`config.mk`:
```
export PLATFORM = sky130hd
export DESIGN_NAME = prtb_front
export DESIGN_NICKNAME = d
export VERILOG_FILES = /design/src/design/point_rigid_transform_bounds_top_assert.svh /design/src/design/prtb_pkg.sv /design/src/design/prtb_front.sv
export SDC_FILE = /design/constraint.sdc
export NUM_CORES = 2
export LEC_CHECK = 0
export ABC_CLOCK_PERIOD_IN_PS = 18700
export BUFFER_PORTS_ARGS = -buffer_cell sky130_fd_sc_hd__buf_2
export CAP_MARGIN = 20
export CORE_MARGIN = 2
export CORE_UTILIZATION = 50
export DETAILED_ROUTE_END_ITERATION = 10
export GPL_ROUTABILITY_DRIVEN = 0
export HOLD_SLACK_MARGIN = 0.08
export PLACE_DENSITY = 0.69
export SLEW_MARGIN = 20
export SYNTH_ARGS = -nofsm -noshare
export SYNTH_HDL_FRONTEND = slang
export SYNTH_SLANG_ARGS = --single-unit
```
`constraint.sdc`:
```
create_clock -name clock -period 18.7 [get_ports clock]
set_input_delay 1.87 -clock clock [delete_from_list [all_inputs] [get_ports clock]]
set_output_delay 1.87 -clock clock [all_outputs]
set_load 0.01 [all_outputs]
```
`src/design/point_rigid_transform_bounds_top_assert.svh`:
```
// Assertion macros for the point transform block.
// Included by the top level; no other dependencies.
`ifndef POINT_RIGID_TRANSFORM_BOUNDS_TOP_ASSERT_SVH
`define POINT_RIGID_TRANSFORM_BOUNDS_TOP_ASSERT_SVH

// same-cycle implication
`define PRTB_ASSERT_IMPLY(label, clk, rst, cond, expr, msg) \
   label: assert property (@(posedge clk) disable iff (rst) (cond) |-> (expr)) \
      else $error(msg);

// next-cycle implication
`define PRTB_ASSERT_NEXT(label, clk, rst, cond, expr, msg) \
   label: assert property (@(posedge clk) disable iff (rst) (cond) |=> (expr)) \
      else $error(msg);

`endif

```
`src/design/prtb_pkg.sv`:
```
// Shared types and constants for the point transform block.
// No dependencies.
package prtb_pkg;

   localparam int CSR_ADDR_W = 4;

   typedef enum logic [1:0] {
      REG_OFFSET_X = 2'd0,
      REG_OFFSET_Z = 2'd1,
      REG_RED_GAIN = 2'd2,
      REG_RED_BIAS = 2'd3
   } reg_index_type;

   localparam logic signed [31:0] OFFSET_X_RESET = 32'sd29491;
   localparam logic signed [31:0] OFFSET_Z_RESET = 32'sd98304;
   localparam logic signed [31:0] RED_GAIN_RESET = 32'sd1544241;
   localparam logic signed [31:0] RED_BIAS_RESET = 32'sd1037653;

   // rotation coefficients in Q1.16; the half is done as a shift by HALF_SHIFT
   localparam logic signed [17:0] COEF_SQ3H  = 18'sd56756;
   localparam int                 HALF_SHIFT = 15;
   localparam int                 SUM_W      = 51;
   localparam logic signed [SUM_W-1:0] ROUND_HALF = 51'sd32768;

   localparam logic signed [31:0] INT_MAX   = 32'sh7fff_ffff;
   localparam logic signed [31:0] INT_MIN   = 32'sh8000_0000;
   localparam logic signed [31:0] MIN_RESET = 32'sd655359345;
   localparam logic        [7:0]  RED_MAX   = 8'd255;

   typedef struct packed {
      logic signed [31:0] offset_x;
      logic signed [31:0] offset_z;
      logic signed [31:0] red_gain;
      logic signed [31:0] red_bias;
   } cfg_type;

   typedef struct packed {
      logic signed [31:0] x;
      logic signed [31:0] y;
      logic signed [31:0] z;
      logic               first;
   } mid_item_type;

   typedef struct packed {
      logic signed [31:0] out_x;
      logic signed [31:0] out_y;
      logic signed [31:0] out_z;
      logic        [7:0]  red_value;
      logic signed [31:0] least_x;
      logic signed [31:0] least_y;
      logic signed [31:0] least_z;
      logic signed [31:0] most_x;
      logic signed [31:0] most_y;
      logic signed [31:0] most_z;
      logic        [7:0]  least_red;
      logic        [7:0]  most_red;
   } out_item_type;

   // Q.32 sum -> floor to Q16.16, saturated to int32
   function automatic logic signed [31:0] round_sat(input logic signed [SUM_W-1:0] v);
      logic signed [SUM_W-17:0] q;
      logic signed [31:0]       r;
      q = v[SUM_W-1:16];
      if (q[SUM_W-17:31] == '0 || q[SUM_W-17:31] == '1) begin
         r = q[31:0];
      end else if (q[SUM_W-17]) begin
         r = INT_MIN;
      end else begin
         r = INT_MAX;
      end
      return r;
   endfunction

endpackage

```
`src/design/prtb_front.sv`:
```
// Front half: accepts points and applies the rigid transform in two stages.
// Depends on prtb_pkg.
module prtb_front #(
   parameter int DEPTH = 4
) (
   input  logic                          clock,
   input  logic                          reset,
   input  prtb_pkg::cfg_type             cfg,
   input  logic                          push,
   output logic                          full,
   input  logic signed [31:0]            point_x,
   input  logic signed [31:0]            point_y,
   input  logic signed [31:0]            point_z,
   input  logic                          first_point,
   input  logic [$clog2(DEPTH+1)-1:0]    mid_count,
   output logic                          mid_push,
   output prtb_pkg::mid_item_type        mid_data
);
   import prtb_pkg::*;

   localparam int CW = $clog2(DEPTH + 1);

   logic                    s1_v_ff, s1_v_in;
   logic                    s2_v_ff, s2_v_in;
   logic signed [31:0]      px_ff, py_ff, pz_ff;
   logic                    first_s1_ff;
   logic signed [48:0]      prod_y_ff, prod_y_in;
   logic signed [48:0]      prod_z_ff, prod_z_in;
   logic signed [SUM_W-1:0] sum_x, sum_z;
   mid_item_type            item_ff, item_in;
   logic [CW:0]             booked;
   logic                    accept;

   // items in flight hold a place in the middle queue
   assign booked = (CW+1)'(mid_count) + (CW+1)'(s1_v_ff) + (CW+1)'(s2_v_ff);
   assign full   = (booked >= (CW+1)'(DEPTH));
   assign accept = push && !full;

   assign prod_y_in = 49'(point_y) * 49'(COEF_SQ3H);
   assign prod_z_in = 49'(point_z) * 49'(COEF_SQ3H);
   assign s1_v_in   = accept;
   assign s2_v_in   = s1_v_ff;

   always_comb begin
      sum_x = SUM_W'(prod_z_ff) - (SUM_W'(py_ff) <<< HALF_SHIFT)
            + (SUM_W'(cfg.offset_x) <<< 16) + ROUND_HALF;
      sum_z = -SUM_W'(prod_y_ff) - (SUM_W'(pz_ff) <<< HALF_SHIFT)
            + (SUM_W'(cfg.offset_z) <<< 16) + ROUND_HALF;
      item_in.x     = round_sat(sum_x);
      item_in.y     = (px_ff == INT_MIN) ? INT_MAX : -px_ff;
      item_in.z     = round_sat(sum_z);
      item_in.first = first_s1_ff;
   end

   always_ff @(posedge clock) begin
      if (reset) begin
         s1_v_ff <= 1'b0;
         s2_v_ff <= 1'b0;
      end else begin
         s1_v_ff <= s1_v_in;
         s2_v_ff <= s2_v_in;
      end
   end

   always_ff @(posedge clock) begin
      if (accept) begin
         px_ff       <= point_x;
         py_ff       <= point_y;
         pz_ff       <= point_z;
         first_s1_ff <= first_point;
         prod_y_ff   <= prod_y_in;
         prod_z_ff   <= prod_z_in;
      end
      if (s1_v_ff) begin
         item_ff <= item_in;
      end
   end

   assign mid_push = s2_v_ff;
   assign mid_data = item_ff;

endmodule

```
### After elaboration in Yosys (flattened, before gate mapping)

Cells that the tools add are included.

* add/subtract/negate cells: 10
* multiply operators: 2
* divide/modulo/power cells: 0
* magnitude comparators: 1
* eq/ne operators: 3
* shifts and indexed selects: 0
* mux-type cells: 4
* bitwise logic cells: 0
* reductions and logical operators: 6

Operators with widths (number)
* $mux W32: 4
* $add A51 B17 Y51 const B: 2
* $mul A32 B15 Y47 const B: 2
* $add A50 B48 Y51: 1
* $add A51 B48 Y51: 1
* $neg A49 Y51: 1
* $sub A51 B47 Y51: 1
* $sub A49 B47 Y50: 1
* $eq A32 B32 Y1 const B: 1
* $neg A32 Y32: 1
* $eq A4 B4 Y1 const B: 2
* $logic_not A4 Y1: 2
* $add A3 B1 Y4: 1
* $add A4 B1 Y4: 1
* $ge A4 B3 Y1 const B: 1
* $logic_or A1 B1 Y1: 2
* $logic_and A1 B1 Y1: 1
* $logic_not A1 Y1: 1

* flip-flop bits (word level): 290
* latch bits: 0
* bits in writable memories: 0
* bits in read-only memories: 0
* input port bits: 231
* word-level logic and storage cells: 38
* memories kept: 0

### Depth between registers and ports, before layout

* depth in word-level cells: 7
* gate-level depth with buffers: 24
* depth with buffers taken out: 24

### Worst setup path before layout

Ideal clock, no wire load.

* kind: input to register
* start point: input point_z[5]
* end point: register prod_z_ff[46], data pin
* setup time: 0.264 ns
* data arrival time: 7.236 ns
* required time: 18.436 ns
* slack: 11.201 ns
* cell stages on the path: 22
* buffers on the path: 0
* cell sequence: ha_1 > fa_1 > inv_1 > fa_1 > inv_1 > fa_1 > fa_1 > inv_1 > fa_1 > inv_1 > ha_1 > a21oi_1 > o21ai_0 > a21oi_1 > nor2b_1 > a211oi_2 > o211ai_1 > a211oi_1 > nor3_1 > a2111o_1 > a221oi_1 > xnor2_1

* word-level cells in the longest chain between the ends: 1

RTL lines
* from (decl): line prtb_front.sv:13 `input logic signed [31:0] point_z,`
* $mul A32 B15 Y47: line prtb_front.sv:40 `assign prod_z_in = 49'(point_z) * 49'(COEF_SQ3H);`
* via prod_z_in[46]: line prtb_front.sv:28 `logic signed [48:0] prod_z_ff, prod_z_in;`
* to (signal assigned): line prtb_front.sv:72 `prod_z_ff <= prod_z_in;`
* to (decl): line prtb_front.sv:28

The timed path passes the listed nets, and every way through them passes these cells.
A chain may end at the register's enable or synchronous reset.

### Final worst setup path

Ends and elaborated chain as after synthesis.

==> flow_summary.json <==
{
  "dr.pass1.iters": 6,
  "dieArea_um2": 75600,
  "cts.sinks": 286,
  "wire_per_inst_um": 18.1,
  "die_w_um": 275,
  "final_hold_viol_count": 0,
  "fin_setup_tns_ns": 0,
  "final_common_cell": "inv_1",
  "fillers": 6406,
  "grt_first_pass_wirelength_mm": 137,
  "io_buffers": 265,
  "drt-total-wl_mm": 86.4,
  "grt_setup_unrepaired": "no",
  "tightest_slew_ns": 0.981,
  "syn_inst": 3531,
  "yosys-top-cells-area": "fa_1 (29%), edfxtp_1 (23%), ha_1 (14%)",
  "worstSkewPairLatency_ns": 0.59,
  "avgSynthCellArea_um2": 10.4,
  "dpl.hpwl_mm": 74.9,
  "status": "finished clean",
  "initial_core_util": 0.504,
  "synth_edf_count": 284,
  "worstSetupEndpointType": "flop",
  "initialDrtViolationCount": 1655,
  "grt_max_degree": 80,
  "antenna_left": 0,
  "layout-drive-gt1-share": 0.0927,
  "rows": 99,
  "cts_resized": 0,
  "yosysSeqAreaShare": 0.233,
  "cts_hold_buf": 0,
  "met3WireLength_mm": 5.63,
  "io_pins": 330,
  "drc": 0,
  "dr_total_vias": 25200,
  "grt_pass1_vias": 26200,
  "syn-num-nets": 4719,
  "fmax_mhz": 128,
  "clock_skew_ns": 0.0222,
  "path_max_fanout": 5,
  "numCtsBuffers": 31,
  "cts_tree": "done",
  "area_delta_synth_final_pct": 9.14,
  "syn_area_um2": 36700,
  "cp.arrival_ns": 8.13,
  "layout_common_cells": "inv_1 (905), fa_1 (536), ha_1 (421)",
  "drv_cap": 0,
  "wl_met2_mm": 41.4,
  "finalCritPeriodShare": 0.417,
  "cts_root_buffer": "clkbuf_16",
  "yosysWarnings": 0,
  "core_area_um2": 72800,
  "period_minus_slack_ns": 7.81,
  "criticalPathCategory": "primary input to flop",
  "synth_cell_types": 83,
  "synth_area_leader_cell": "fa_1",
  "h-tree-depth": 1,
  "grt_remaining_overflow": 0,
  "antenna_found_initial": 14,
  "final_nets": 4962,
  "async_reset_ff_frac": 0,
  "worstSetupStartpointType": "primary input",
  "grt_use_total": 0.234,
  "fp.dieH_um": 275,
  "timing.slew.headroom": 0.346,
  "crit_required_ns": 19.02,
  "cts_setup_buffers": 0,
  "synth_top_cell_area_share": 0.292,
  "top_layer": "met5",
  "clk_pin_slew_ns": 0.06,
  "synthFlopType": "edfxtp_1",
  "drv_slew": 0,
  "avgViaCountPerCell": 5.28,
  "hp-class": "flop to flop",
  "ys_ff_latch": 286,
  "ctsLongestPathBuffers": 3,
  "setup_viol": 0,
  "drt-met1-wl_mm": 36.7
}
==> metrics by stage <==
step,util,cells,setup slack [ns],hold slack (ns),area (um^2)
5_1_grt,0.550,4762,10.55,0.454,40000
2_1_floorplan,-,3531,11.20,0.400,36700
4_1_cts,0.549,4757,10.85,0.439,40000
6_report,0.550,4764,10.89,0.431,40000
3_3_place_gp,0.536,4700,10.29,0.405,39000
3_5_place_dp,0.536,4700,10.26,0.423,39000
==> cell usage after synthesis, types with 31 or more instances <==
master	count
a21o_1	120
edfxtp_1	284
xor2_1	85
clkbuf_1	45
nand3_1	45
nand4_1	31
nor2_1	87
xnor2_1	136
nand2_1	128
ha_1	421
o21ai_1	45
fa_1	536
o21ai_0	129
a21oi_1	178
inv_1	905
==> registers in the layout, summed over array words and instances, names as in the netlist <==
name         cells
px_ff           32
prod_y_ff       45
first_s1_ff      1
mid_push         1
s1_v_ff          1
pz_ff           32
prod_z_ff       45
mid_data        97
py_ff           32
==> area by class of cell <==
type	count	area [um^2]	area share
Antenna cell	7	17.5	0.000437
Clock buffer	33	783	0.0196
Clock inverter	24	234	0.00584
Inverter	905	3400	0.0848
Multi-Input combinational cell	2279	24500	0.611
Sequential cell	286	8570	0.214
Tap cell	959	1200	0.0300
Timing Repair Buffer	271	1370	0.0342
==> kinds of logic after synthesis <==
group	count (synthesis)	synth area share
adders and majority gates	966	0.438
and+or+nand+nor	433	0.0579
xor gates and xnor gates	221	0.0527
AOI/OAI and AO/OA	652	0.115
DFF	286	0.233
buffers and inverters	966	0.100
muxes	7	0.00191
==> worst max-delay path: stages <==
cell      delay [ns]
buf_2           0.17
ha_1            0.41
fa_1            0.53
inv_1           0.05
fa_1            0.54
inv_1           0.05
fa_1            0.47
fa_1            0.49
inv_1           0.05
fa_1            0.49
inv_1           0.04
ha_1            0.34
a21oi_1         0.19
o21ai_0         0.10
a21oi_1         0.14
nor2b_1         0.06
a211oi_2        0.36
o211ai_1        0.22
a211oi_1        0.49
nor3_1          0.13
a2111o_1        0.51
a221oi_1        0.32
xnor2_1         0.11
==> worst paths after layout <==
kind,slack (ns),depth (start not counted),start,end
setup / recovery,10.89,23,point_z[5],prod_z_ff[46]$_DFFE_PP_
hold / removal,0.43,0,first_s1_ff$_DFFE_PP_,mid_data[0]$_DFFE_PP_
setup reg to reg,13.71,15,py_ff[6]$_DFFE_PP_,mid_data[76]$_DFFE_PP_
hold reg to reg,0.43,0,first_s1_ff$_DFFE_PP_,mid_data[0]$_DFFE_PP_
==> metal layers <==
| layer | track usage | vias up |
|---|---|---|
| met5 | 0 | - |
| met4 | 0.0704 | 12 |
| met3 | 0.0340 | 160 |
| met2 | 0.400 | 697 |
| met1 | 0.309 | 12300 |
| li1 | - | 12000 |
Power is not shown: default switching activity piles up to over one toggle a cycle in this logic, so the estimate is an artifact.
