--- config.mk ---
export PLATFORM = sky130hd
export DESIGN_NAME = prtb_back
export DESIGN_NICKNAME = d
export VERILOG_FILES = /design/src/design/point_rigid_transform_bounds_top_assert.svh /design/src/design/prtb_pkg.sv /design/src/design/prtb_back.sv
export SDC_FILE = /design/constraint.sdc
export NUM_CORES = 2
export LEC_CHECK = 0
export BUFFER_PORTS_ARGS = -buffer_cell sky130_fd_sc_hd__buf_2
export CORE_UTILIZATION = 35
export CTS_BUF_LIST = sky130_fd_sc_hd__clkbuf_16
export DETAILED_ROUTE_END_ITERATION = 10
export HOLD_SLACK_MARGIN = 0.02
export SYNTH_ARGS = -nofsm -noshare
export SYNTH_HDL_FRONTEND = slang
export SYNTH_SLANG_ARGS = --single-unit
--- constraint.sdc ---
create_clock -name clock -period 31.4 [get_ports clock]
set_input_delay 6.28 -clock clock [delete_from_list [all_inputs] [get_ports clock]]
set_output_delay 6.28 -clock clock [all_outputs]
set_load 0.02 [all_outputs]
--- src/design/point_rigid_transform_bounds_top_assert.svh ---
// Assertion macros for the point transform block.
// Included by the top level; no other dependencies.
`ifndef POINT_RIGID_TRANSFORM_BOUNDS_TOP_ASSERT_SVH
`define POINT_RIGID_TRANSFORM_BOUNDS_TOP_ASSERT_SVH

// same-cycle implication
`define PRTB_ASSERT_IMPLY(label, clk, rst, cond, expr, msg) \
   label: assert property (@(posedge clk) disable iff (rst) (cond) |-> (expr)) \
      else $error(msg);

// next-cycle implication
`define PRTB_ASSERT_NEXT(label, clk, rst, cond, expr, msg) \
   label: assert property (@(posedge clk) disable iff (rst) (cond) |=> (expr)) \
      else $error(msg);

`endif

--- src/design/prtb_pkg.sv ---
// Shared types and constants for the point transform block.
// No dependencies.
package prtb_pkg;

   localparam int CSR_ADDR_W = 4;

   typedef enum logic [1:0] {
      REG_OFFSET_X = 2'd0,
      REG_OFFSET_Z = 2'd1,
      REG_RED_GAIN = 2'd2,
      REG_RED_BIAS = 2'd3
   } reg_index_type;

   localparam logic signed [31:0] OFFSET_X_RESET = 32'sd29491;
   localparam logic signed [31:0] OFFSET_Z_RESET = 32'sd98304;
   localparam logic signed [31:0] RED_GAIN_RESET = 32'sd1544241;
   localparam logic signed [31:0] RED_BIAS_RESET = 32'sd1037653;

   // rotation coefficients in Q1.16; the half is done as a shift by HALF_SHIFT
   localparam logic signed [17:0] COEF_SQ3H  = 18'sd56756;
   localparam int                 HALF_SHIFT = 15;
   localparam int                 SUM_W      = 51;
   localparam logic signed [SUM_W-1:0] ROUND_HALF = 51'sd32768;

   localparam logic signed [31:0] INT_MAX   = 32'sh7fff_ffff;
   localparam logic signed [31:0] INT_MIN   = 32'sh8000_0000;
   localparam logic signed [31:0] MIN_RESET = 32'sd655359345;
   localparam logic        [7:0]  RED_MAX   = 8'd255;

   typedef struct packed {
      logic signed [31:0] offset_x;
      logic signed [31:0] offset_z;
      logic signed [31:0] red_gain;
      logic signed [31:0] red_bias;
   } cfg_type;

   typedef struct packed {
      logic signed [31:0] x;
      logic signed [31:0] y;
      logic signed [31:0] z;
      logic               first;
   } mid_item_type;

   typedef struct packed {
      logic signed [31:0] out_x;
      logic signed [31:0] out_y;
      logic signed [31:0] out_z;
      logic        [7:0]  red_value;
      logic signed [31:0] least_x;
      logic signed [31:0] least_y;
      logic signed [31:0] least_z;
      logic signed [31:0] most_x;
      logic signed [31:0] most_y;
      logic signed [31:0] most_z;
      logic        [7:0]  least_red;
      logic        [7:0]  most_red;
   } out_item_type;

   // Q.32 sum -> floor to Q16.16, saturated to int32
   function automatic logic signed [31:0] round_sat(input logic signed [SUM_W-1:0] v);
      logic signed [SUM_W-17:0] q;
      logic signed [31:0]       r;
      q = v[SUM_W-1:16];
      if (q[SUM_W-17:31] == '0 || q[SUM_W-17:31] == '1) begin
         r = q[31:0];
      end else if (q[SUM_W-17]) begin
         r = INT_MIN;
      end else begin
         r = INT_MAX;
      end
      return r;
   endfunction

endpackage

--- src/design/prtb_back.sv ---
// Back half: red mapping and running bounds per cloud.
// Depends on prtb_pkg.
module prtb_back #(
   parameter int DEPTH = 4
) (
   input  logic                          clock,
   input  logic                          reset,
   input  prtb_pkg::cfg_type             cfg,
   input  logic                          mid_empty,
   input  prtb_pkg::mid_item_type        mid_head,
   output logic                          mid_pop,
   input  logic [$clog2(DEPTH+1)-1:0]    out_count,
   output logic                          out_push,
   output prtb_pkg::out_item_type        out_data
);
   import prtb_pkg::*;

   localparam int CW = $clog2(DEPTH + 1);

   logic                b_v_ff, b_v_in;
   mid_item_type        item_ff;
   logic signed [63:0]  prod_ff, prod_in;
   logic signed [65:0]  red_sum;
   logic signed [33:0]  red_int;
   logic [7:0]          red;
   logic [CW:0]         booked;

   logic signed [31:0]  min_x_ff, min_y_ff, min_z_ff, max_x_ff, max_y_ff, max_z_ff;
   logic signed [31:0]  min_x_in, min_y_in, min_z_in, max_x_in, max_y_in, max_z_in;
   logic [7:0]          min_red_ff, max_red_ff, min_red_in, max_red_in;
   logic signed [31:0]  b_min_x, b_min_y, b_min_z, b_max_x, b_max_y, b_max_z;
   logic [7:0]          b_min_red, b_max_red;

   assign booked  = (CW+1)'(out_count) + (CW+1)'(b_v_ff);
   assign mid_pop = !mid_empty && (booked < (CW+1)'(DEPTH));
   assign b_v_in  = mid_pop;
   assign prod_in = 64'(mid_head.x) * 64'(cfg.red_gain);

   always_comb begin
      red_sum = 66'(prod_ff) + (66'(cfg.red_bias) <<< 16);
      red_int = red_sum[65:32];
      if (red_int[33]) begin
         red = 8'd0;
      end else if (|red_int[32:8]) begin
         red = RED_MAX;
      end else begin
         red = red_int[7:0];
      end

      // first point starts from the cleared bounds
      b_min_x   = item_ff.first ? MIN_RESET : min_x_ff;
      b_min_y   = item_ff.first ? MIN_RESET : min_y_ff;
      b_min_z   = item_ff.first ? MIN_RESET : min_z_ff;
      b_max_x   = item_ff.first ? '0 : max_x_ff;
      b_max_y   = item_ff.first ? '0 : max_y_ff;
      b_max_z   = item_ff.first ? '0 : max_z_ff;
      b_min_red = item_ff.first ? RED_MAX : min_red_ff;
      b_max_red = item_ff.first ? 8'd0 : max_red_ff;

      min_x_in   = (item_ff.x < b_min_x) ? item_ff.x : b_min_x;
      min_y_in   = (item_ff.y < b_min_y) ? item_ff.y : b_min_y;
      min_z_in   = (item_ff.z < b_min_z) ? item_ff.z : b_min_z;
      max_x_in   = (item_ff.x > b_max_x) ? item_ff.x : b_max_x;
      max_y_in   = (item_ff.y > b_max_y) ? item_ff.y : b_max_y;
      max_z_in   = (item_ff.z > b_max_z) ? item_ff.z : b_max_z;
      min_red_in = (red < b_min_red) ? red : b_min_red;
      max_red_in = (red > b_max_red) ? red : b_max_red;

      out_data.out_x     = item_ff.x;
      out_data.out_y     = item_ff.y;
      out_data.out_z     = item_ff.z;
      out_data.red_value = red;
      out_data.least_x   = min_x_in;
      out_data.least_y   = min_y_in;
      out_data.least_z   = min_z_in;
      out_data.most_x    = max_x_in;
      out_data.most_y    = max_y_in;
      out_data.most_z    = max_z_in;
      out_data.least_red = min_red_in;
      out_data.most_red  = max_red_in;
   end

   always_ff @(posedge clock) begin
      if (reset) begin
         b_v_ff     <= 1'b0;
         min_x_ff   <= MIN_RESET;
         min_y_ff   <= MIN_RESET;
         min_z_ff   <= MIN_RESET;
         max_x_ff   <= '0;
         max_y_ff   <= '0;
         max_z_ff   <= '0;
         min_red_ff <= RED_MAX;
         max_red_ff <= 8'd0;
      end else begin
         b_v_ff <= b_v_in;
         if (b_v_ff) begin
            min_x_ff   <= min_x_in;
            min_y_ff   <= min_y_in;
            min_z_ff   <= min_z_in;
            max_x_ff   <= max_x_in;
            max_y_ff   <= max_y_in;
            max_z_ff   <= max_z_in;
            min_red_ff <= min_red_in;
            max_red_ff <= max_red_in;
         end
      end
   end

   always_ff @(posedge clock) begin
      if (mid_pop) begin
         item_ff <= mid_head;
         prod_ff <= prod_in;
      end
   end

   assign out_push = b_v_ff;

endmodule

; ---- Word level (Yosys, flattened, before mapping)
; Index checks and enable logic that the tools add are counted.
[word_totals]
wordCells = 47
reg_bits = 370
output_inout_bits = 314
input_bits = 231
[classes]
add_sub_neg = 2
reduce_logical = 3
multipliers = 1
order_cmp = 9
n_mux = 18
[op_table]
columns = op, count
row1 = two-way mux 32 bit, 12
row2 = greater-than comparator 32 bit, 3
row3 = < comparator 32 bit, 3
row4 = adder 64 x 48 -> 65 bit, 1
row5 = multiplier 32 x 32 -> 64 bit, 1
row6 = two-way mux 8 bit, 6
row7 = OR reduction 25 bit, 1
row8 = greater-than comparator 8 bit, 1
row9 = < comparator 8 bit, 1
row10 = adder 3 x 1 -> 4 bit, 1
row11 = < comparator 4 x 3 -> 1 bit (second input constant), 1
row12 = logical AND 1 bit, 1
row13 = zero test 1 bit, 1

; ---- Longest topological paths before layout
[logic_depth]
word_depth = 6
mapped_depth = 29
mapped_depth_nobuf = 28

; ---- Least setup slack after synthesis
; OpenSTA, ideal clock, no wires.
[synth_timing]
kind = input-to-output
startpoint = input port out_count[1]
endpoint = output port mid_pop
stages = 1
required_ns = 25.120
slack_ns = 6.774
n_path_buf = 0
arrival_time_ns = 18.346
cell_sequence = a311oi_1
[synth_between]
elab_chain_cells = 3
[synth_rtl]
columns = item, line_no
row1 = start: declaration, prtb_back.sv:12  ; input logic [$clog2(DEPTH+1)-1:0] out_count,
row2 = adder 3 x 1 -> 4 bit, prtb_back.sv:34  ; assign booked = (CW+1)'(out_count) + (CW+1)'(b_v_ff);
row3 = < comparator 4 x 3 -> 1 bit, prtb_back.sv:35  ; assign mid_pop = !mid_empty && (booked < (CW+1)'(DEPTH));
row4 = logical AND 1 bit, prtb_back.sv:35
row5 = end: declaration, prtb_back.sv:11  ; output logic mid_pop,
; Every way passes these cells.

==> out/metrics.csv <==
metric;value;unit
cp_top_family;compound AO/OA/AOI/OAI gates;
vias;44700;
seq_area_frac_synth;0.146;
syn_avg_cell_area;9.30;µm²
status;finished, final reports clean;
clk-insertion-delay-late;0.65;ns
antenna_found_initial;22;
synth_top_area_cell;fa_1;
hold_ws;0.454;ns
num_rows;149;
grt_remaining_overflow;0;
cts_resized;0;
synth_xor_area_frac;0.0107;
dr.pass1.iters;6;
syn_area;58700;µm²
grt_usage;0.216;
synth_ff_type;dfxtp_1;
rsz0062_at_grt;false;
coreArea;166000;µm²
die-area;169000;µm²
final_cells;8710;
grt_pass1_vias;47000;
synthArstFlopShare;0;
drt_wl_total;183000;µm
period_minus_slack;19.13;ns
synth_edf_count;145;
synth_simple_gate_area_share;0.157;
synth_area_leaders;fa_1 (37%), ha_1 (9.2%), edfxtp_1 (7.4%);
nNetsFinal;8216;
syn_inst;6311;
cts_setup_buffers;0;
crit_required;25.12;ns
clkSlewWorstSetupHoldPaths;0.06;ns
fin_setup_tns;0;ns
area_delta_synth_final;8.92;%
cts_hold_buf;0;
worstSetupStartpointType;input port;
relSlewSlack;0.253;
globalplace.congestion;0.928;
fmax;0.0523;GHz
synth_compound_area_frac;0.0962;
cts_tree;yes;
crit_type;in -> out;
arrival;12.85;ns
portBuffers;480;
die_w;411;µm
end_kind;output pin;
via_per_inst;5.13;
post-route-period-util;0.609;
cp_cell_sequence;buf_2, ha_1, a31oi_1, a211oi_1, a221oi_1, o32a_1, o211a_1, o31ai_1, a22oi_1, and4_1, nand3_1, o21ai_1, inv_1, ha_1, a21o_1, a21o_1, a221oi_2, nand2_4, nand2_1, o21a_1, buf_2;
fillers;16600;
die_h;411;µm
synthAdderAreaFrac;0.461;
placedCellCount;8616;
fin_worst_skew;0.0735;ns
hold_path.class;reg -> reg;
slowest_stage;a211oi_1;
grt_pass1_wl;282000;µm
maxCapViolCount;0;
worstMarginPinSlew;1.12;ns
setup_violations;0;
ys.warnings.count;0;
clock_path_buffers;3;
hold_viol_final;0;
routedWlPerCell;21.0;µm
final_antenna_net_count;0;
numCtsBuffers;44;
dpl.hpwl;142000;µm
synth_top_family_by_area;adder cells;
cpPeakStageDelay;0.77;ns
grt_max_degree;89;
ys_ff_latch;354;
synth_mux_area_frac;0.0253;
synth_cell_types;94;
drtIter0Drc;2845;
start_util;0.354;
slew_violations;0;
cts_root_buffer;clkbuf_16;
synth_top_cell_area_share;0.369;
h-tree-depth;2;
cts.sinks;354;
syn-num-nets;8054;
crit_buf_inv;3;
drive_above_1_share;0.104;
path_max_fanout;18;
pin_count;545;
drt_drc_violations_left;0;
[sequential cells by signal, indices dropped and copies added, names as in the netlist]
name / count
out_data: 96
item_ff: 1
max_z_ff: 32
max_y_ff: 32
min_z_ff: 32
prod_ff: 48
max_red_ff: 8
min_x_ff: 32
min_red_ff: 8
min_y_ff: 32
out_push: 1
max_x_ff: 32
[layout make-up]
| class | instances | area [µm²] | share of cell area |
|---|---|---|---|
| Multi-Input combinational cell | 4435 | 44100 | 0.690 |
| Sequential cell | 354 | 8540 | 0.134 |
| Inverter | 1097 | 4120 | 0.0645 |
| Timing Repair Buffer | 541 | 2870 | 0.0449 |
| Tap cell | 2189 | 2740 | 0.0429 |
| Clock buffer | 46 | 1150 | 0.0180 |
| Clock inverter | 36 | 367 | 0.00574 |
| Antenna cell | 12 | 30.0 | 0.000470 |
[per-stage QoR]
step / cell area (µm²) / setup slack [ns] / utilization
after floorplan: 58700 / 6.77 / -
after global placement: 62400 / 12.08 / 0.376
after detailed placement: 62400 / 12.21 / 0.376
after CTS: 63900 / 12.17 / 0.385
after global routing: 63900 / 11.82 / 0.385
final: 63900 / 12.27 / 0.386
[cells in the mapped netlist (58+ instances only)]
cell / instances
ha_1: 431
mux2i_1: 137
inv_1: 1097
and2_1: 521
o21ai_0: 110
fa_1: 1081
nand4_1: 58
nand2_1: 776
buf_4: 99
edfxtp_1: 145
dfxtp_1: 209
nor2_1: 318
a21oi_1: 168
o21a_1: 81
a21o_1: 118
clkbuf_1: 287
[layout by cell type, fill, tap and decap left out, types with 61 or more instances in the layout]
cell type  synthesis  routed
a21oi_1          168     167
o21a_1            81      81
buf_2             22     479
nor2_1           318     316
and2_1           521     522
dfxtp_1          209     208
fa_1            1081    1081
mux2i_1          137     137
edfxtp_1         145     145
nand2_1          776     775
o21ai_0          110     110
a21o_1           118     118
buf_4             99      61
ha_1             431     431
inv_1           1097    1104
[kinds of logic (layout without fill, tap and decap cells)]
family,Yosys count,after routing
AND/OR/NAND/NOR,1915,1915
adder cells (fa/ha/maj),1512,1512
other,0,12
AO/OA/AOI/OAI,790,790
XOR/XNOR,72,72
flip-flops,354,354
multiplexers,146,146
buffers and inverters,1522,1720
[worst reg2reg max path: cells and delay by family (launching register included)]
| family | cells | cell delay [ns] |
|---|---|---|
| multiplexers | 1 | 0.16 |
| flip-flops | 1 | 0.36 |
| AO/OA/AOI/OAI | 12 | 3.80 |
| AND/OR/NAND/NOR | 8 | 1.86 |
| buffers and inverters | 1 | 0.16 |
| adder cells (fa/ha/maj) | 2 | 0.61 |
[routing by layer]
layer  global-route usage  vias up  part of all wire
met3               0.0340      265             0.068
met2                0.372     1384              0.49
met1                0.276    22900              0.41
li1                     -    20100                 -
met4               0.0670       18             0.032
met5                    0        -           0.00071
[path summary, 6_finish.rpt]
path,slack (ns),cells past startpoint,start,to
worst max-delay path,12.27,21,cfg[1],out_data[15]
worst min-delay path,0.45,2,max_red_ff[0],max_red_ff[0]
worst max register to register,24.43,24,prod_ff[17],max_red_ff[4]
worst min register to register,0.45,2,max_red_ff[0],max_red_ff[0]
Power is not shown: default switching activity piles up to over one toggle a cycle in this logic, so the estimate is an artifact.
