### config.mk
export PLATFORM = sky130hd
export DESIGN_NAME = prtb_queue
export DESIGN_NICKNAME = d
export VERILOG_FILES = /design/src/design/point_rigid_transform_bounds_top_assert.svh /design/src/design/prtb_queue.sv
export SDC_FILE = /design/constraint.sdc
export NUM_CORES = 1
export LEC_CHECK = 0
export ABC_AREA = 1
export BUFFER_PORTS_ARGS = -buffer_cell sky130_fd_sc_hd__buf_2
export CAP_MARGIN = 30
export CORE_ASPECT_RATIO = 1.25
export CORE_UTILIZATION = 38
export DETAILED_ROUTE_END_ITERATION = 8
export SYNTH_ARGS = -nofsm -noshare
export SYNTH_HDL_FRONTEND = slang
export SYNTH_SLANG_ARGS = --single-unit
### constraint.sdc
create_clock -name clock -period 2.2 [get_ports clock]
set_input_delay 0.33 -clock clock [delete_from_list [all_inputs] [get_ports clock]]
set_output_delay 0.33 -clock clock [all_outputs]
set_load 0.02 [all_outputs]
### src/design/point_rigid_transform_bounds_top_assert.svh
// Assertion macros for the point transform block.
// Included by the top level; no other dependencies.
`ifndef POINT_RIGID_TRANSFORM_BOUNDS_TOP_ASSERT_SVH
`define POINT_RIGID_TRANSFORM_BOUNDS_TOP_ASSERT_SVH

// same-cycle implication
`define PRTB_ASSERT_IMPLY(label, clk, rst, cond, expr, msg) \
   label: assert property (@(posedge clk) disable iff (rst) (cond) |-> (expr)) \
      else $error(msg);

// next-cycle implication
`define PRTB_ASSERT_NEXT(label, clk, rst, cond, expr, msg) \
   label: assert property (@(posedge clk) disable iff (rst) (cond) |=> (expr)) \
      else $error(msg);

`endif

### src/design/prtb_queue.sv
// Small register FIFO used between the front and back halves and at the output.
// Depends on nothing but its type parameter.
module prtb_queue #(
   parameter int  DEPTH      = 4,
   parameter type entry_type = logic
) (
   input  logic                         clock,
   input  logic                         reset,
   input  logic                         push,
   input  entry_type                    push_data,
   input  logic                         pop,
   output entry_type                    head,
   output logic                         empty,
   output logic [$clog2(DEPTH+1)-1:0]   count
);
   localparam int PW = (DEPTH > 1) ? $clog2(DEPTH) : 1;
   localparam int CW = $clog2(DEPTH + 1);

   entry_type       mem_ff [DEPTH];
   logic [PW-1:0]   wr_ptr_ff, wr_ptr_in;
   logic [PW-1:0]   rd_ptr_ff, rd_ptr_in;
   logic [CW-1:0]   count_ff, count_in;
   logic            do_push, do_pop;

   assign do_push = push && (count_ff != CW'(DEPTH));
   assign do_pop  = pop && (count_ff != '0);

   always_comb begin
      wr_ptr_in = wr_ptr_ff;
      rd_ptr_in = rd_ptr_ff;
      count_in  = count_ff;
      if (do_push) begin
         wr_ptr_in = (wr_ptr_ff == PW'(DEPTH - 1)) ? '0 : wr_ptr_ff + 1'b1;
      end
      if (do_pop) begin
         rd_ptr_in = (rd_ptr_ff == PW'(DEPTH - 1)) ? '0 : rd_ptr_ff + 1'b1;
      end
      if (do_push && !do_pop) begin
         count_in = count_ff + 1'b1;
      end else if (!do_push && do_pop) begin
         count_in = count_ff - 1'b1;
      end
   end

   always_ff @(posedge clock) begin
      if (reset) begin
         wr_ptr_ff <= '0;
         rd_ptr_ff <= '0;
         count_ff  <= '0;
      end else begin
         wr_ptr_ff <= wr_ptr_in;
         rd_ptr_ff <= rd_ptr_in;
         count_ff  <= count_in;
      end
   end

   always_ff @(posedge clock) begin
      if (do_push) begin
         mem_ff[wr_ptr_ff] <= push_data;
      end
   end

   assign head  = mem_ff[rd_ptr_ff];
   assign empty = (count_ff == '0);
   assign count = count_ff;

endmodule

## Yosys cells after proc, flatten, opt, wreduce, memory -nomap -nowiden

Memories as Yosys holds them, arrays and structs flattened. A register that Yosys moved wholly into a read port is not among the register bits.
Index checks and enable logic that the tools add are counted.

| operators by class | value |
|---|---|
| $add $sub $neg | 4 |
| eq/ne operators | 3 |
| muxes and demuxes | 8 |
| reductions and logical operators | 9 |

Operators by type and width:

| cell | count |
|---|---|
| $mux W2 | 4 |
| $mux W3 | 2 |
| $add A2 B1 Y2 const B | 2 |
| $eq A2 B2 Y1 const B | 2 |
| $logic_and A1 B1 Y1 | 4 |
| $add A3 B1 Y3 const B | 1 |
| $logic_not A3 Y1 | 1 |
| $ne A3 B3 Y1 const B | 1 |
| $reduce_bool A3 Y1 | 1 |
| $sub A3 B1 Y3 const B | 1 |
| $logic_not A1 Y1 | 2 |
| $mux W1 | 2 |
| $reduce_bool A2 Y1 | 1 |

| storage, ports and cells | value |
|---|---|
| register bits after elaboration | 7 |
| RAM bits | 4 |
| bits of input ports | 5 |
| word-level logic and storage cells | 28 |
| memories | 1 |

Memory list:

| name | words | bits a word | rd ports | clocked after memory_dff | wr ports | line | text |
|---|---|---|---|---|---|---|---|
| mem_ff | 4 | 1 | 1 | 1 | 1 | prtb_queue.sv:19 | `entry_type mem_ff [DEPTH];` |

## Logic depth before layout (Yosys ltp)

Gate-level depths: netlist of the first run.

| logic depth | value |
|---|---|
| word-level depth | 6 |
| mapped depth | 13 |

## Worst setup path after synthesis of the first run

Ideal clock, no wire load.

| timing | value |
|---|---|
| path kind | reg2reg |
| start point | reg count_ff[0] (netlist: count[0]) |
| end point | reg count_ff[2] (netlist: count[2]) |
| data arrival time | 1.663 ns |
| required time | 2.090 ns |
| setup slack | 0.427 ns |
| stages on the path, launching flop included | 14 |
| path buffers | 0 |
| cells stage by stage | dfxtp_1 -> nor2_2 -> nand2_2 -> nand2_4 -> inv_1 -> ha_1 -> inv_1 -> fa_1 -> inv_1 -> nand2_1 -> nand3_1 -> nand2_1 -> inv_1 -> nor2_1 |

| on the way | value |
|---|---|
| cells in the longest elaborated chain, start to end | 5 |
| elaborated cells on any way between the ends | 13 |

Ends and longest elaborated chain:

| element | line | text |
|---|---|---|
| start: declaration | prtb_queue.sv:22 | `logic [CW-1:0] count_ff, count_in;` |
| start signal: assignment | prtb_queue.sv:53 | `count_ff <= count_in;` |
| $ne A3 B3 Y1 * | prtb_queue.sv:25 | `assign do_push = push && (count_ff != CW'(DEPTH));` |
| $logic_and A1 B1 Y1 * | prtb_queue.sv:25 |  |
| named net do_push | prtb_queue.sv:23 | `logic do_push, do_pop;` |
| $logic_not A1 Y1 | prtb_queue.sv:40 | `end else if (!do_push && do_pop) begin` |
| $logic_and A1 B1 Y1 | prtb_queue.sv:40 |  |
| $reduce_bool A2 Y1 (no line) | -- |  |

Mark *: on every way through the listed nets, which the timed path passes. The rest lies on a longest branch. The select of a mux whose other input is x is not followed.
A chain may end at the register's enable or synchronous reset.

## Worst setup path in the final report of the first run

| timing | value |
|---|---|
| start point | reg count_ff[1] (netlist: count[1]) |
| end point | reg count_ff[1] (netlist: count[1]) |

| on the way | value |
|---|---|
| elaborated cells on any way between the ends | 13 |

RTL lines:

| element | line | text |
|---|---|---|
| $ne A3 B3 Y1 | prtb_queue.sv:25 |  |
| $logic_and A1 B1 Y1 | prtb_queue.sv:25 |  |
| named net do_push | prtb_queue.sv:23 |  |
| $logic_and A1 B1 Y1 | prtb_queue.sv:38 | `if (do_push && !do_pop) begin` |
| $mux W3 | prtb_queue.sv:38 |  |
| named net count_in[1] | prtb_queue.sv:22 |  |

The timed path passes the listed nets, and every way through them passes these cells. The select of a mux whose other input is x is not followed.

==> summary.txt, run 1 <==
Deepest clock path buffer count - 2
Net Count, Synth - 93
Final min period - 1800 ps
Post-cts gate resize count - 0
Drt total wl - 970 um
Total power density per cell area - 1210 nW/um2
Final Hold Fails - 0
IO Count - 10
RSZ-0062 raised after global routing - false
Syn avg cell area - 8.25 um2
Antenna violations before repair - 0
Seq pwr share - 0.398
Worst hold path type - in2reg
Flops & latches, synth - 13
CP Launch Point - count[1]$_SDFFE_PP0P_
Worst-Skew Late Latency - 280 ps
Syn Inst Count - 81
Post-layout util - 0.476
Post-layout nets - 107
Crit path launch type - flop
RePlAce Congestion - 0.749
Setup violations, final - 0
Pre-antenna DRT Iters - 4
GRT Resource Usage Total - 0.129
Clock Power Share - 0.159
Antenna-violating nets left - 0
Hold slack final - 215 ps
Post-Syn Area - 668 um2
Fillers - 168
Switching share of total power - 0.414
Pre-CTS setup slack - 413 ps
DR DRC count - 0
Maximum fanout along the worst path - 7
Critical hold path startpoint - reset
Final Cycle Share - 0.820
Outcome - finished, final reports clean
Max-cap violations - 0
Share of cells above drive strength 1 - 0.202
Clk_skew - 1.14 ps
Post-route cell area - 762 um2
H-tree depth - 1
Slew Viols, Final - 0
Vias in the first global route - 459
Initial core utilization - 0.417
Leak - 0.000378 uW
Fmax - 555 MHz
Grt total ovfl - 0
Combinational share of power - 0.443
Clk root buf - clkbuf_4
DIE WIDTH - 39.5 um
WS Path Type - reg2reg
Internal - 539 uW
DIE AREA - 1930 um2
Rows - 16
Critical Path End Type - flop
Arr. time, crit path - 1980 ps
Post-CTS Hold Fix Bufs - 0
Setup TNS - 0 ps
Synthesis-to-finish area growth - 14.0%
R2r startpoint - count[1]$_SDFFE_PP0P_
Largest net degree at the start of global routing - 8
Post-CTS setup buffer count - 0
Least-Margin Pin Slew - 211 ps
Final setup margin - 397 ps
Total number of vias - 514
IO Port Bufs - 9
Avg WL per Cell - 8.66 um
Slew Limit Headroom - 0.859
CTS clk-pin slew, worst paths - 70 ps
DR vias/cell - 4.59
Sw Pwr - 381 uW
Dpl hpwl - 790 um
Seq/Total Area, Yosys - 0.449
Peak supply drop - 0.650 mV
Diode count - 0
CTS Buf Count - 3
Placed inst area - 736 um2
Core box area - 1600 um2
CTS tree - done
Yosys cell types - 17
First-pass GRT wire length - 1700 um
Clock Sinks - 13
Die Ht - 48.9 um
Crit path required time - 2380 ps
DR iter-0 viols - 5
Syn. warnings - 0
## power groups by stage
stage	sequential, uW	combinational, uW	clock (uW)
final	366	407	146
after global routing	376	473	166
after CTS	368	414	153
after detailed placement	374	413	0
after global placement	373	401	0
after floorplan	390	289	0
## cells in the mapped netlist, drive strengths merged
| library cell | instances | share of area |
|---|---|---|
| a21oi | 2 | 0.015 |
| ha | 6 | 0.11 |
| nand3b | 2 | 0.022 |
| inv | 16 | 0.090 |
| o21ai | 4 | 0.030 |
| nand3 | 1 | 0.0075 |
| nor2 | 20 | 0.12 |
| nand2 | 14 | 0.10 |
| xor2 | 1 | 0.013 |
| fa | 1 | 0.030 |
| edfxtp | 4 | 0.18 |
| nand4 | 1 | 0.0094 |
| dfxtp | 9 | 0.27 |
## layout make-up
type | count | area, um2 | area share
Clock buffer | 4 | 26.3 | 0.0345
Inverter | 16 | 60.1 | 0.0788
Multi-Input combinational cell | 52 | 308 | 0.404
Sequential cell | 13 | 300 | 0.394
Tap cell | 18 | 22.5 | 0.0296
Timing Repair Buffer | 9 | 45.0 | 0.0591
## worst max-delay path, cell delays in order (launching register included)
cell     delay, ps
dfxtp_1        360
nor2_2         170
nand2_2        100
nand2_4        100
inv_1           50
ha_1           200
inv_1           90
fa_1           420
o21ai_0        170
nor2_1          50
## routing by layer
| layer | vias up | track usage | share of wire |
|---|---|---|---|
| li1 | 272 | - | - |
| met3 | 5 | 0.0411 | 0.036 |
| met2 | 10 | 0.202 | 0.48 |
| met5 | - | 0 | 0 |
| met1 | 227 | 0.138 | 0.44 |
| met4 | 0 | 0.0862 | 0.041 |
## cells by family (layout without fill, tap and decap cells)
logic type	Yosys count	in the layout	synth area share
flip-flops	13	13	0.449
XOR/XNOR	1	1	0.0131
buffers and inverters	16	29	0.0899
adder cells (fa/ha/maj)	7	7	0.142
AND/OR/NAND/NOR	38	38	0.260
AO/OA/AOI/OAI	6	6	0.0449
## path summary, 6_finish.rpt
path / end / slack, ps / depth (start not counted)
setup / recovery: count[1]$_SDFFE_PP0P_ / 400 / 9
hold / removal: count[0]$_SDFFE_PP0P_ / 210 / 2
setup reg to reg: count[1]$_SDFFE_PP0P_ / 400 / 9
hold reg to reg: flop / 530 / 2
## cells in the final DEF (no fill, tap or decap), drive strengths merged
cell type / Yosys / final
a21oi: 2 / 2
nor2: 20 / 20
xor2: 1 / 1
nand2: 14 / 14
ha: 6 / 6
nand4: 1 / 1
o21ai: 4 / 4
nand3: 1 / 1
clkbuf: 0 / 4
nand3b: 2 / 2
fa: 1 / 1
buf: 0 / 9
dfxtp: 9 / 9
edfxtp: 4 / 4
inv: 16 / 16
## stage by stage
step,std cells,power [uW]
after global routing,112,1010
after global placement,108,774
after detailed placement,108,786
final,112,920
after CTS,112,935
after floorplan,81,678
Note: power is estimated with default switching activity, not from simulation.
==> run 2: changes to the inputs <==
--- a/config.mk
+++ b/config.mk
@@ -5,7 +5,7 @@
 export SDC_FILE = /design/constraint.sdc
 export NUM_CORES = 1
 export LEC_CHECK = 0
-export ABC_AREA = 1
+export ABC_AREA = 0
 export BUFFER_PORTS_ARGS = -buffer_cell sky130_fd_sc_hd__buf_2
 export CAP_MARGIN = 30
 export CORE_ASPECT_RATIO = 1.25
==> constraint.sdc (replaced) <==
create_clock -name clock -period 1.9 [get_ports clock]
set_input_delay 0.285 -clock clock [delete_from_list [all_inputs] [get_ports clock]]
set_output_delay 0.285 -clock clock [all_outputs]
set_load 0.02 [all_outputs]
==> summary.txt, run 2 <==
RSZ-0062 raised after global routing - true
Core box area - 1560 um2
Met2 wire len - 491 um
Commonest non-fill, non-tap cell in the layout - buf_2
Flops & latches, synth - 13
First-pass GRT wire length - 1520 um
IO Port Bufs - 9
Initial core utilization - 0.405
Top FF cell, synth - dfxtp_1
Failing checks - setup timing
Combined area of the multi-input logic cells - 327 um2
Setup crit end - count[2]$_SDFFE_PP0P_
GRT Resource Usage Total - 0.127
Crit path launch type - flop
Maximum fanout along the worst path - 5
Peak supply drop - 0.672 mV
Worst Path Buf+Inv - 1
Final Hold Fails - 0
Post-layout util - 0.496
FF/Latch Area - 312 um2
Clock Sinks - 13
DR DRC count - 0
Final min period - 1910 ps
Setup violations, final - 1
Internal - 648 uW
Clock Power Share - 0.162
Fmax - 523 MHz
R2r worst-path depth - 7
CTS tree - done
Setup TNS - -12.0 ps
Syn Inst Count - 52
EDFF count, synth - 4
CP Launch Point - count[2]$_SDFFE_PP0P_
Final Cycle Share - 1.01
Crit path depth - 7
Sw Pwr - 371 uW
Seq/Total Area, Yosys - 0.474
Crit path required time - 2100 ps
Critical Path End Type - flop
Most instantiated cells after synthesis - 9 x dfxtp_1, 6 x ha_1, 4 x and2_2, 4 x edfxtp_1, 4 x nor2_1
Vias in the first global route - 373
Outcome - finished, violations left
Drt total wl - 979 um
Combinational share of power - 0.409
Avg WL per Cell - 11.4 um
Final setup margin - -12.0 ps
Max-cap violations - 0
IO Count - 10
R2R setup slack - -10 ps
Total number of vias - 397
Pre-CTS setup slack - -7.17 ps
Top cells by area, synth - dfxtp_1 28%, edfxtp_1 19%, ha_1 12%
CP top delay family - adder cells
DIE WIDTH - 38.5 um
CP max-delay cell - dfxtp_4
Post-layout nets - 81
Dpl hpwl - 703 um
DR iter-0 viols - 5
Reg2reg end - count[2]$_SDFFE_PP0P_
Area share of the leading cell type in the synthesized netlist - 0.285
Most frequent cells in the layout - 9 x buf_2, 6 x dfxtp_1, 5 x ha_1
DIE AREA - 1830 um2
Count leader, synth - dfxtp_1
Clk_skew - 1.63 ps
Antenna-violating nets left - 0
Syn. warnings - 0
Rows - 16
Diode count - 0
Net Count, Synth - 64
Slew Limit Headroom - 0.845
Worst-Skew Late Latency - 270 ps
RePlAce Congestion - 0.665
Metal3 WL - 20 um
Pre-antenna DRT Iters - 3
Yosys cell types - 21
Least-Margin Pin Slew - 230 ps
Die Ht - 47.6 um
Slew Viols, Final - 0
Switching share of total power - 0.364
Placed insts - 80
Total power density per cell area - 1320 nW/um2
Arr. time, crit path - 2120 ps
Largest net degree at the start of global routing - 10
Syn avg cell area - 12.2 um2
WS Path Type - reg2reg
CTS Buf Count - 3
Final cell count without fillers - 86
R2r startpoint - count[2]$_SDFFE_PP0P_
DRT met1 WL - 453 um
CTS clk-pin slew, worst paths - 80 ps
Worst hold path type - in2reg
Leak - 0.000339 uW
Cell taking the most area after synthesis - dfxtp_1
Total power - 1020 uW
Worst-path cell chain - o31ai_4, ha_2, inv_2, fa_2, xor2_1, or3_1, a21oi_2
Highest metal used - met4
Post-Syn Area - 633 um2
H-tree depth - 1
Fillers - 146
Clk root buf - clkbuf_4
Deepest clock path buffer count - 2
Synthesis-to-finish area growth - 22.3%
FFs w/ async S/R, synth - 0
Slowest stage delay, CP - 370 ps
Antenna violations before repair - 0
Share of cells above drive strength 1 - 0.485
DR vias/cell - 4.62
Grt total ovfl - 0
Seq pwr share - 0.429
run 2: area by class of cell:
type,instances,share of cell area
flip-flops and latches,13,0.402
repair buffers,13,0.0969
inverters,3,0.0145
multi-input cells,35,0.422
well taps,18,0.0291
clock inverters,1,0.00646
clock buffers,3,0.0291
run 2: timing repair:
item,4_1_cts,5_1_grt
setup buffers,1,1
cloned,0,0
resized for setup,0,3
pin swaps,1,2
setup endpoints to repair,1,1
hold buffers,0,0
run 2: per-layer routing:
layer  global-route usage  up-vias
met1                0.134      183
met5                    0        -
li1                     -      208
met4                0.103        0
met3               0.0279        2
met2                0.217        4
run 2: stage by stage:
| step | cell area [um2] | hold WS [ps] |
|---|---|---|
| after global placement | 726 | 491 |
| final | 774 | 228 |
| after global routing | 774 | 215 |
| after CTS | 761 | 216 |
| after detailed placement | 726 | 499 |
| after floorplan | 647 | 384 |
run 2: cells by family after synthesis:
family                   after synthesis  synth area share
AO/OA/AOI/OAI                          5            0.0751
XOR/XNOR                               2            0.0277
adder cells (fa/ha/maj)                7             0.150
buffers and inverters                  4            0.0237
flip-flops                            13             0.474
multiplexers                           5             0.107
AND/OR/NAND/NOR                       16             0.142
run 2: worst min-delay path by stage:
stage                                   start                         to  slack, ps  depth (start not counted)
floorplan                           push_data        mem_ff[0]$_DFFE_PP_        380                          0
global placement    rd_ptr_ff[0]$_SDFFE_PP0P_  rd_ptr_ff[0]$_SDFFE_PP0P_        490                          2
detailed placement  rd_ptr_ff[0]$_SDFFE_PP0P_  rd_ptr_ff[0]$_SDFFE_PP0P_        500                          2
CTS                                 push_data        mem_ff[2]$_DFFE_PP_        220                          1
global route                        push_data        mem_ff[2]$_DFFE_PP_        210                          1
finish                              push_data        mem_ff[2]$_DFFE_PP_        230                          1
run 2: power groups by stage:
| stage | Sequential, uW | Combinational [uW] | Clock [uW] |
|---|---|---|---|
| finish | 438 | 417 | 165 |
| global placement | 442 | 380 | 0 |
| detailed placement | 445 | 384 | 0 |
| global route | 448 | 456 | 191 |
| CTS | 439 | 395 | 177 |
| floorplan | 458 | 261 | 0 |
